File: src/design/sfh64_pkg.sv
package sfh64_pkg;

  localparam int unsigned HashW = 64;
  localparam int unsigned LenW  = 10;
  localparam int unsigned PendW = 24;

  localparam logic [LenW-1:0] KEY_LENGTH_RESET = 10'd8;

  // one key's state handed to the finalize pipeline
  typedef struct packed {
    logic [HashW-1:0] hash;
    logic [PendW-1:0] pend;
    logic [1:0]       rem;
    logic             mismatch;
  } fin_t;

  function automatic logic [HashW-1:0] sext8(input logic [7:0] b);
    return {{(HashW-8){b[7]}}, b};
  endfunction

  // mix one complete 4-byte group into the accumulator
  function automatic logic [HashW-1:0] group_mix(input logic [HashW-1:0] h,
                                                 input logic [PendW-1:0] p,
                                                 input logic [7:0]       b);
    logic [HashW-1:0] hh;
    logic [HashW-1:0] hi;
    logic [HashW-1:0] t;
    hh = h + {{(HashW-16){1'b0}}, p[15:0]};
    hi = {{(HashW-16){1'b0}}, b, p[23:16]};
    t  = (hi << 11) ^ hh;
    hh = (hh << 16) ^ t;
    hh = hh + (hh >> 11);
    return hh;
  endfunction

  // fold in 1 to 3 leftover bytes
  function automatic logic [HashW-1:0] tail_mix(input logic [HashW-1:0] h,
                                                input logic [PendW-1:0] p,
                                                input logic [1:0]       rem);
    logic [HashW-1:0] addend;
    logic [HashW-1:0] h1;
    logic [HashW-1:0] h2;
    addend = (rem == 2'd1) ? sext8(p[7:0]) : {{(HashW-16){1'b0}}, p[15:0]};
    h1 = h + addend;
    case (rem)
      2'd3: begin
        h1 = h1 ^ (h1 << 16);
        h1 = h1 ^ (sext8(p[23:16]) << 18);
        h2 = h1 + (h1 >> 11);
      end
      2'd2: begin
        h1 = h1 ^ (h1 << 11);
        h2 = h1 + (h1 >> 17);
      end
      2'd1: begin
        h1 = h1 ^ (h1 << 10);
        h2 = h1 + (h1 >> 1);
      end
      default: h2 = h;
    endcase
    return h2;
  endfunction

  function automatic logic [HashW-1:0] aval_lo(input logic [HashW-1:0] h);
    logic [HashW-1:0] hh;
    hh = h ^ (h << 3);
    hh = hh + (hh >> 5);
    hh = hh ^ (hh << 4);
    return hh;
  endfunction

  function automatic logic [HashW-1:0] aval_hi(input logic [HashW-1:0] h);
    logic [HashW-1:0] hh;
    hh = h + (h >> 17);
    hh = hh ^ (hh << 25);
    hh = hh + (hh >> 6);
    return hh;
  endfunction

endpackage

File: src/design/sfh64_final.sv
module sfh64_final (
  input  logic                           clk,
  input  logic                           rst_n,
  input  logic                           fin_valid,
  output logic                           fin_ready,
  input  sfh64_pkg::fin_t                fin_data,
  output logic                           out_valid,
  input  logic                           out_ready,
  output logic [sfh64_pkg::HashW-1:0]    out_hash_value,
  output logic                           out_length_mismatch
);

  logic                        v1_r, v2_r, v3_r, vo_r;
  logic                        v1_nxt, v2_nxt, v3_nxt, vo_nxt;
  sfh64_pkg::fin_t             s1_r;
  logic [sfh64_pkg::HashW-1:0] h2_r, h3_r, ho_r;
  logic                        m2_r, m3_r, mo_r;
  logic                        en1, en2, en3, eno;

  // each stage moves when the one after it is empty or moving
  assign eno = !vo_r || out_ready;
  assign en3 = !v3_r || eno;
  assign en2 = !v2_r || en3;
  assign en1 = !v1_r || en2;
  assign fin_ready = en1;

  always_comb begin
    v1_nxt = en1 ? fin_valid : v1_r;
    v2_nxt = en2 ? v1_r : v2_r;
    v3_nxt = en3 ? v2_r : v3_r;
    vo_nxt = eno ? v3_r : vo_r;
  end

  always_ff @(posedge clk) begin
    if (!rst_n) begin
      v1_r <= 1'b0;
      v2_r <= 1'b0;
      v3_r <= 1'b0;
      vo_r <= 1'b0;
    end else begin
      v1_r <= v1_nxt;
      v2_r <= v2_nxt;
      v3_r <= v3_nxt;
      vo_r <= vo_nxt;
    end
  end

  always_ff @(posedge clk) begin
    if (en1) begin
      s1_r <= fin_data;
    end
    if (en2) begin
      h2_r <= sfh64_pkg::tail_mix(s1_r.hash, s1_r.pend, s1_r.rem);
      m2_r <= s1_r.mismatch;
    end
    if (en3) begin
      h3_r <= sfh64_pkg::aval_lo(h2_r);
      m3_r <= m2_r;
    end
    if (eno) begin
      ho_r <= sfh64_pkg::aval_hi(h3_r);
      mo_r <= m3_r;
    end
  end

  assign out_valid           = vo_r;
  assign out_hash_value      = ho_r;
  assign out_length_mismatch = mo_r;

  a_fin_enters: assert property (@(posedge clk) disable iff (!rst_n)
    fin_valid && fin_ready |=> v1_r)
    else $error("accepted key did not enter the finalize pipeline");

  a_full_when_stalled: assert property (@(posedge clk) disable iff (!rst_n)
    !fin_ready |-> v1_r && v2_r && v3_r && vo_r && !out_ready)
    else $error("finalize pipeline stalled with a bubble");

  a_stage3_holds: assert property (@(posedge clk) disable iff (!rst_n)
    v3_r && !en3 |=> v3_r && $stable(h3_r) && $stable(m3_r))
    else $error("stalled stage lost its contents");

endmodule

File: src/design/superfast_byte_hash_64.sv
// channel  direction  transfer when          payload
// in       input      in_valid & in_ready    in_data_byte[7:0], in_last_byte
// out      output     out_valid & out_ready  out_hash_value[63:0], out_length_mismatch
// cfg      input      cfg_valid & cfg_ready  cfg_key_length[9:0]
//
// a key byte is taken each cycle in_ready is high; the group mix runs in the accept cycle
// out_valid follows the last byte's transfer through a capture register,
// then the tail stage and the two avalanche halves, the last one being the output register
// cfg_ready is always high; reset sets key_length to 8 and clears the key
// in_ready drops only when all finalize stages and the output hold results
module superfast_byte_hash_64 (
  input  logic                        clk,
  input  logic                        rst_n,
  input  logic                        in_valid,
  output logic                        in_ready,
  input  logic [7:0]                  in_data_byte,
  input  logic                        in_last_byte,
  output logic                        out_valid,
  input  logic                        out_ready,
  output logic [sfh64_pkg::HashW-1:0] out_hash_value,
  output logic                        out_length_mismatch,
  input  logic                        cfg_valid,
  output logic                        cfg_ready,
  input  logic [sfh64_pkg::LenW-1:0]  cfg_key_length
);

  logic [sfh64_pkg::LenW-1:0]  key_length_r, key_length_nxt;
  logic [sfh64_pkg::HashW-1:0] running_hash_r, running_hash_nxt;
  logic [sfh64_pkg::PendW-1:0] pending_r, pending_nxt;
  logic [sfh64_pkg::LenW-1:0]  bytes_seen_r, bytes_seen_nxt;
  logic                        in_key_r, in_key_nxt;
  logic                        count_over_r, count_over_nxt;

  logic                        acc;
  logic                        fin_ready;
  logic [sfh64_pkg::HashW-1:0] h_step;
  logic [sfh64_pkg::PendW-1:0] p_step;
  logic [sfh64_pkg::LenW-1:0]  seen_inc;
  logic                        over_step;
  sfh64_pkg::fin_t             fin_data;

  assign cfg_ready = 1'b1;
  assign in_ready  = fin_ready;
  assign acc       = in_valid && in_ready;

  always_comb begin
    case (bytes_seen_r[1:0])
      2'd0:    p_step = {pending_r[23:8], in_data_byte};
      2'd1:    p_step = {pending_r[23:16], in_data_byte, pending_r[7:0]};
      2'd2:    p_step = {in_data_byte, pending_r[15:0]};
      default: p_step = '0;
    endcase
    h_step = (bytes_seen_r[1:0] == 2'd3)
           ? sfh64_pkg::group_mix(running_hash_r, pending_r, in_data_byte)
           : running_hash_r;
    seen_inc  = bytes_seen_r + 1'b1;
    over_step = count_over_r || (bytes_seen_r == '1);

    fin_data.hash     = h_step;
    fin_data.pend     = p_step;
    fin_data.rem      = seen_inc[1:0];
    fin_data.mismatch = over_step || (seen_inc != key_length_r);
  end

  always_comb begin
    key_length_nxt   = cfg_valid ? cfg_key_length : key_length_r;
    running_hash_nxt = (cfg_valid && !in_key_r)
                     ? {{(sfh64_pkg::HashW-sfh64_pkg::LenW){1'b0}}, cfg_key_length}
                     : running_hash_r;
    pending_nxt      = pending_r;
    bytes_seen_nxt   = bytes_seen_r;
    in_key_nxt       = in_key_r;
    count_over_nxt   = count_over_r;
    if (acc) begin
      if (in_last_byte) begin
        // key done: reseed from the length as it will stand next cycle
        running_hash_nxt = {{(sfh64_pkg::HashW-sfh64_pkg::LenW){1'b0}}, key_length_nxt};
        pending_nxt      = '0;
        bytes_seen_nxt   = '0;
        in_key_nxt       = 1'b0;
        count_over_nxt   = 1'b0;
      end else begin
        running_hash_nxt = h_step;
        pending_nxt      = p_step;
        bytes_seen_nxt   = seen_inc;
        in_key_nxt       = 1'b1;
        count_over_nxt   = over_step;
      end
    end
  end

  always_ff @(posedge clk) begin
    if (!rst_n) begin
      key_length_r   <= sfh64_pkg::KEY_LENGTH_RESET;
      running_hash_r <= {{(sfh64_pkg::HashW-sfh64_pkg::LenW){1'b0}},
                         sfh64_pkg::KEY_LENGTH_RESET};
      pending_r      <= '0;
      bytes_seen_r   <= '0;
      in_key_r       <= 1'b0;
      count_over_r   <= 1'b0;
    end else begin
      key_length_r   <= key_length_nxt;
      running_hash_r <= running_hash_nxt;
      pending_r      <= pending_nxt;
      bytes_seen_r   <= bytes_seen_nxt;
      in_key_r       <= in_key_nxt;
      count_over_r   <= count_over_nxt;
    end
  end

  sfh64_final u_final (
    .clk                 (clk),
    .rst_n               (rst_n),
    .fin_valid           (acc && in_last_byte),
    .fin_ready           (fin_ready),
    .fin_data            (fin_data),
    .out_valid           (out_valid),
    .out_ready           (out_ready),
    .out_hash_value      (out_hash_value),
    .out_length_mismatch (out_length_mismatch)
  );

  a_idle_seed: assert property (@(posedge clk) disable iff (!rst_n)
    !in_key_r |-> running_hash_r ==
      {{(sfh64_pkg::HashW-sfh64_pkg::LenW){1'b0}}, key_length_r})
    else $error("idle accumulator does not hold the key length");

  a_idle_clear: assert property (@(posedge clk) disable iff (!rst_n)
    !in_key_r |-> bytes_seen_r == '0 && pending_r == '0 && !count_over_r)
    else $error("idle key state not cleared");

  a_last_ends_key: assert property (@(posedge clk) disable iff (!rst_n)
    acc && in_last_byte |=> !in_key_r && bytes_seen_r == '0)
    else $error("last byte did not close the key");

endmodule

File: config.mk
export PLATFORM = sky130hd
export DESIGN_NAME = superfast_byte_hash_64
export DESIGN_NICKNAME = d
export VERILOG_FILES = /design/src/design/sfh64_pkg.sv /design/src/design/sfh64_final.sv /design/src/design/superfast_byte_hash_64.sv
export SDC_FILE = /design/constraint.sdc
export NUM_CORES = 2
export LEC_CHECK = 0
export BUFFER_PORTS_ARGS = -buffer_cell sky130_fd_sc_hd__buf_2
export CORE_ASPECT_RATIO = 1.75
export CORE_MARGIN = 3
export CORE_UTILIZATION = 40
export CTS_CLUSTER_SIZE = 10
export DETAILED_ROUTE_END_ITERATION = 8
export PLACE_DENSITY_LB_ADDON = 0.1
export SLEW_MARGIN = 40
export SYNTH_ARGS = -nofsm -noshare
export SYNTH_HDL_FRONTEND = slang
export SYNTH_SLANG_ARGS = --single-unit
export TNS_END_PERCENT = 20
File: constraint.sdc
create_clock -name clk -period 13.88 [get_ports clk]
set_input_delay 4.164 -clock clk [delete_from_list [all_inputs] [get_ports clk]]
set_output_delay 4.164 -clock clk [all_outputs]
set_load 0.02 [all_outputs]
Word-level counts from Yosys, hierarchy flattened

Cells that the tools add are included.

Bits in registers: 400
Latch bits: 0
RAM bits: 0
ROM bits: 0
Input port bits: 24
Word-level logic and storage cells: 75
Memories kept: 0

$add $sub $neg: 10
$mul: 0
Div/mod/pow operators: 0
Magnitude comparators: 0
Eq/ne operators: 8
Shift-type cells: 0
Mux-type cells: 12
Bitwise gates (word level): 9
Reductions and logical operators: 16

Operators with widths:

| kind                    | count |
|---|---|
| $xor A64 B64 Y64        | 8 |
| $mux W64                | 5 |
| $pmux W64 S3            | 1 |
| $add A64 B47 Y64        | 2 |
| $add A64 B53 Y64        | 2 |
| $pmux W24 S3            | 1 |
| $add A64 B16 Y64        | 1 |
| $add A64 B58 Y64        | 1 |
| $add A64 B59 Y64        | 1 |
| $add A64 B63 Y64        | 1 |
| $add A64 B64 Y64        | 1 |
| $xor A27 B64 Y64        | 1 |
| $mux W24                | 1 |
| $mux W10                | 2 |
| $add A10 B1 Y10 const B | 1 |
| $eq A10 B10 Y1 const B  | 1 |
| $ne A10 B10 Y1          | 1 |
| $eq A2 B2 Y1 const B    | 4 |
| $logic_or A1 B1 Y1      | 6 |
| $logic_not A1 Y1        | 5 |
| $eq A2 B1 Y1 const B    | 2 |
| $logic_and A1 B1 Y1     | 3 |
| $logic_not A2 Y1        | 1 |
| $mux W1                 | 2 |
| $reduce_bool A2 Y1      | 1 |

Longest topological paths before layout

Word-level depth: 7
Gate-level depth with buffers: 38
Mapped depth without buffers: 34

By module

From an unflattened synthesis, not the netlist that was laid out.

Cells, all modules: 5,679
Area total of the unflattened synthesis: 47,937.2 um^2

By module, submodules not included:

| module                 | instances | cells each | area an instance (um^2) |
|---|---|---|---|
| sfh64_final            | 1         | 4,058      | 35,720.5 |
| superfast_byte_hash_64 | 1         | 1,621      | 12,216.7 |

Worst setup path after synthesis

OpenSTA, ideal clock, no wires.

Kind: input to output
From: input out_ready
To: output in_ready
Arrival: 7.188 ns
Slack: 2.528 ns
Stages on the path: 2
Path buffers: 0
Cells stage by stage: nor2b_1 nand4_1

Word-level cells in the longest chain between the ends: 4

RTL lines:

| item               | RTL line                     | source |
|---|---|---|
| start, declared    | superfast_byte_hash_64.sv:19 | `input logic out_ready,` |
| $logic_or A1 B1 Y1 | sfh64_final.sv:21            | `assign eno = !vo_r \|\| out_ready;` |
| $logic_or A1 B1 Y1 | sfh64_final.sv:22            | `assign en3 = !v3_r \|\| eno;` |
| $logic_or A1 B1 Y1 | sfh64_final.sv:23            | `assign en2 = !v2_r \|\| en3;` |
| $logic_or A1 B1 Y1 | sfh64_final.sv:24            | `assign en1 = !v1_r \|\| en2;` |
| end, declared      | superfast_byte_hash_64.sv:15 | `output logic in_ready,` |

No other way between the ends.

Worst setup path in the final report

From: register u_final.s1_r[1] in the netlist's numbering
To: register u_final.h2_r[63] in the netlist's numbering (data pin)

Word-level cells in the longest chain between the ends: 7
Elaborated cells on any way between the ends: 13

RTL lines:

| item                   | RTL line                         | source |
|---|---|---|
| start, declared        | sfh64_final.sv:15                | `sfh64_pkg::fin_t s1_r;` |
| start signal, assigned | sfh64_final.sv:50                | `s1_r <= fin_data;` |
| $eq A2 B1 Y1           | sfh64_pkg.sv:43, sfh64_pkg.sv:45 |  |
| $mux W64               | sfh64_pkg.sv:43                  | `addend = (rem == 2'd1) ? sext8(p[7:0]) : {{(HashW-16){1'b0}}, p[15:0]};` |
| $add A64 B64 Y64       | sfh64_pkg.sv:44                  | `h1 = h + addend;` |
| $xor A64 B64 Y64       | sfh64_pkg.sv:47                  | `h1 = h1 ^ (h1 << 16);` |
| $xor A64 B64 Y64       | sfh64_pkg.sv:48                  | `h1 = h1 ^ (sext8(p[23:16]) << 18);` |
| $add A64 B53 Y64       | sfh64_pkg.sv:49                  | `h2 = h1 + (h1 >> 11);` |
| $pmux W64 S3 *         | sfh64_pkg.sv:45                  | `case (rem)` |
| end signal, assigned   | sfh64_final.sv:53                | `h2_r <= sfh64_pkg::tail_mix(s1_r.hash, s1_r.pend, s1_r.rem);` |
| end, declared          | sfh64_final.sv:16                | `logic [sfh64_pkg::HashW-1:0] h2_r, h3_r, ho_r;` |

Every way passes the cells marked *; elsewhere a longest branch is shown, timed or not.
A chain may end at the register's enable or synchronous reset.

==> qor.yml <==
io_buffer_count: 90
coreArea_um2: 116000
synth_area_um2: 47100
ys.flop_type: "edfxtp_1"
dieArea_um2: 122000
postCtsResizedCells: 0
dr.pass1.iters: 8
grt_max_degree: 85
fmax_mhz: 94.7
yosysWarnings: 0
worstMarginPinSlew_ps: 974
root_buffer: "clkbuf_16"
slew_violations: 0
dr_wl_met3_um: 5670
holdPathEnd: "u_final.m2_r"
synth_edf_count: 286
wl_per_cell_um: 26.9
fp.dieW_um: 265
rsz0062_at_grt: "no"
crit_top_cell: "nand2_1"
yosys-top-cells-area: "edfxtp_1 (18%), ha_1 (11%), xnor2_1 (10%)"
row_count: 165
synth_top_cell_by_area: "edfxtp_1"
cts_made_buffers: 50
clockBufferDepth: 3
worstPathMaxFanout: 14
postSynthAreaPerCell_um2: 8.45
critPathLaunchType: "register"
holdPathStages: 0
path_class: "register to register"
end_kind: "register"
r2r_cells: 32
first_global_vias: 43400
drtAntennaViolNets: 0
start_util_pct: 40.5
r2r_slack_ps: 3320
fin_tns_setup_ps: 0
drt-total-wl_um: 190000
r2r_end: "u_final.h2_r[63]"
cts_tree: "yes"
timing.final.crit_share_pct: 76.1
arrival_ps: 10940
routed.top_layer: "met5"
synth_top_area_share_pct: 18.2
hpwl_um: 157000
hold_viol_final: 0
antenna_found_initial: 6
syn_nets: 6017
min_period_ps: 10560
worstSkewPairLatency_ps: 670
r2r-start: "u_final.s1_r[1]"
cts_num_sinks: 400
fin_skew_ps: 37.2
die_h_um: 460
ys_ff_latch: 400
multi_input_area_um2: 35000
async_reset_ff_share_pct: 0
grt-ovfl-total: 0
cts_setup_buffers: 0
drt-initial-drc-count: 2851
fillCellCount: 11700
worst_hold_path_type: "register to register"
regArea_um2: 10900
yosysUniqueCellTypes: 113
grtUsageTotal_pct: 30.3
cap_viol_max_count: 0
dr_wl_met2_um: 102000
synth_common_cells: "xnor2_1 (554), a21oi_1 (498), ha_1 (414), nand2_1 (398), xor2_1 (363)"
synthCells: 5570
slowest_delay_ps: 750
min-delay-start: "u_final.s1_r[0]"
drc: 0
nets: 5970
holdBufCountCts: 0
syn_to_final_growth_pct: 7.96
status: "finished clean"
drive_above_1_share_pct: 7.79
vias: 42500
worst_ep_required_time_ps: 14260
worst_path_max_delay_cell: "edfxtp_1"
cts.clk_slew.worst_paths_ps: 60
viasPerCell: 6.02
m1WireLength_um: 61000
grt_pass1_wl_um: 274000
max-slew-margin-rel_pct: 34.8
synth-seq-area-share_pct: 23.1
gp_congestion: 1.03
htreeDepth: 2
finalSetupViolCount: 0
ios: 92
synth.most_common_cell: "xnor2_1"
## placed cells by master (no fill, tap or decap), types with 93 or more instances in the layout
| cell | netlist | routed |
|---|---|---|
| nand3_1 | 158 | 157 |
| nor3_1 | 100 | 99 |
| edfxtp_1 | 286 | 286 |
| ha_1 | 414 | 413 |
| a21oi_1 | 498 | 496 |
| xor2_1 | 363 | 354 |
| nand2_1 | 398 | 396 |
| nor2b_1 | 132 | 131 |
| dfxtp_1 | 114 | 114 |
| xnor2_1 | 554 | 528 |
| nand4_1 | 93 | 93 |
| a21o_1 | 268 | 268 |
| inv_1 | 155 | 154 |
| o21ai_0 | 249 | 249 |
| nor2_1 | 325 | 322 |
## cell type report
cell class,instances,share of cell area (%)
Antenna cell,3,0.0148
Clock buffer,74,2.70
Clock inverter,12,0.305
Inverter,157,1.16
Multi-Input combinational cell,4758,68.8
Sequential cell,400,21.4
Tap cell,1503,3.70
Timing Repair Buffer,156,1.90
## worst max path at each step
stage,startpoint,endpoint,cells after the start
2_1_floorplan,out_ready,in_ready,2
3_3_place_gp,u_final.s1_r[1],u_final.h2_r[63],32
3_5_place_dp,u_final.s1_r[1],u_final.h2_r[63],32
4_1_cts,u_final.s1_r[1],u_final.h2_r[63],32
5_1_grt,u_final.s1_r[1],u_final.h2_r[63],32
6_report,u_final.s1_r[1],u_final.h2_r[63],32
## stage by stage
stage          cells  instance area, um2  utilization, %  setup slack [ps]  hold WS (ps)
3_5_place_dp    6974               49200            42.3              3660           405
4_1_cts         7060               50700            43.6              3620           400
2_1_floorplan   5570               47100               -              2530           400
5_1_grt         7061               50800            43.7              3010           416
6_report        7063               50800            43.7              3320           405
3_3_place_gp    6974               49000            42.1              3690           407
## metal layers
metal  global-route usage (%)  vias up
met3                     2.91      623
met4                     27.3        2
met2                     59.6     1229
met1                     26.9    20100
li1                         -    20500
met5                        0        -
## cells by family (layout without fill, tap and decap cells)
| logic type | count (synthesis) | count (layout) | synth area share, % |
|---|---|---|---|
| muxes | 130 | 130 | 3.83 |
| buffers and inverters | 412 | 399 | 3.37 |
| other | 1 | 4 | 0.00796 |
| DFF | 400 | 400 | 23.1 |
| adders and majority gates | 427 | 427 | 11.5 |
| AOI/OAI and AO/OA | 1663 | 1663 | 23.2 |
| xor gates and xnor gates | 934 | 934 | 17.8 |
| and+or+nand+nor | 1603 | 1603 | 17.2 |
## worst max-delay path, delay by kind of cell, from the launching register on
family | cells | cell delay (ps)
compound gates | 14 | 4150
simple gates | 11 | 2390
fa+ha+maj | 2 | 840
xor+xnor | 4 | 1930
buf+inv | 1 | 210
flops | 1 | 750
## flip-flops by register name (all words and copies together) (netlist names), 10 cells and up
register / cells
u_final.out_hash_value: 64
u_final.s1_r: 91
u_final.h2_r: 64
u_final.h3_r: 64
key_length_r: 10
running_hash_r: 64
bytes_seen_r: 10
pending_r: 24
Power is not shown: default switching activity piles up to over one toggle a cycle in this logic, so the estimate is an artifact.
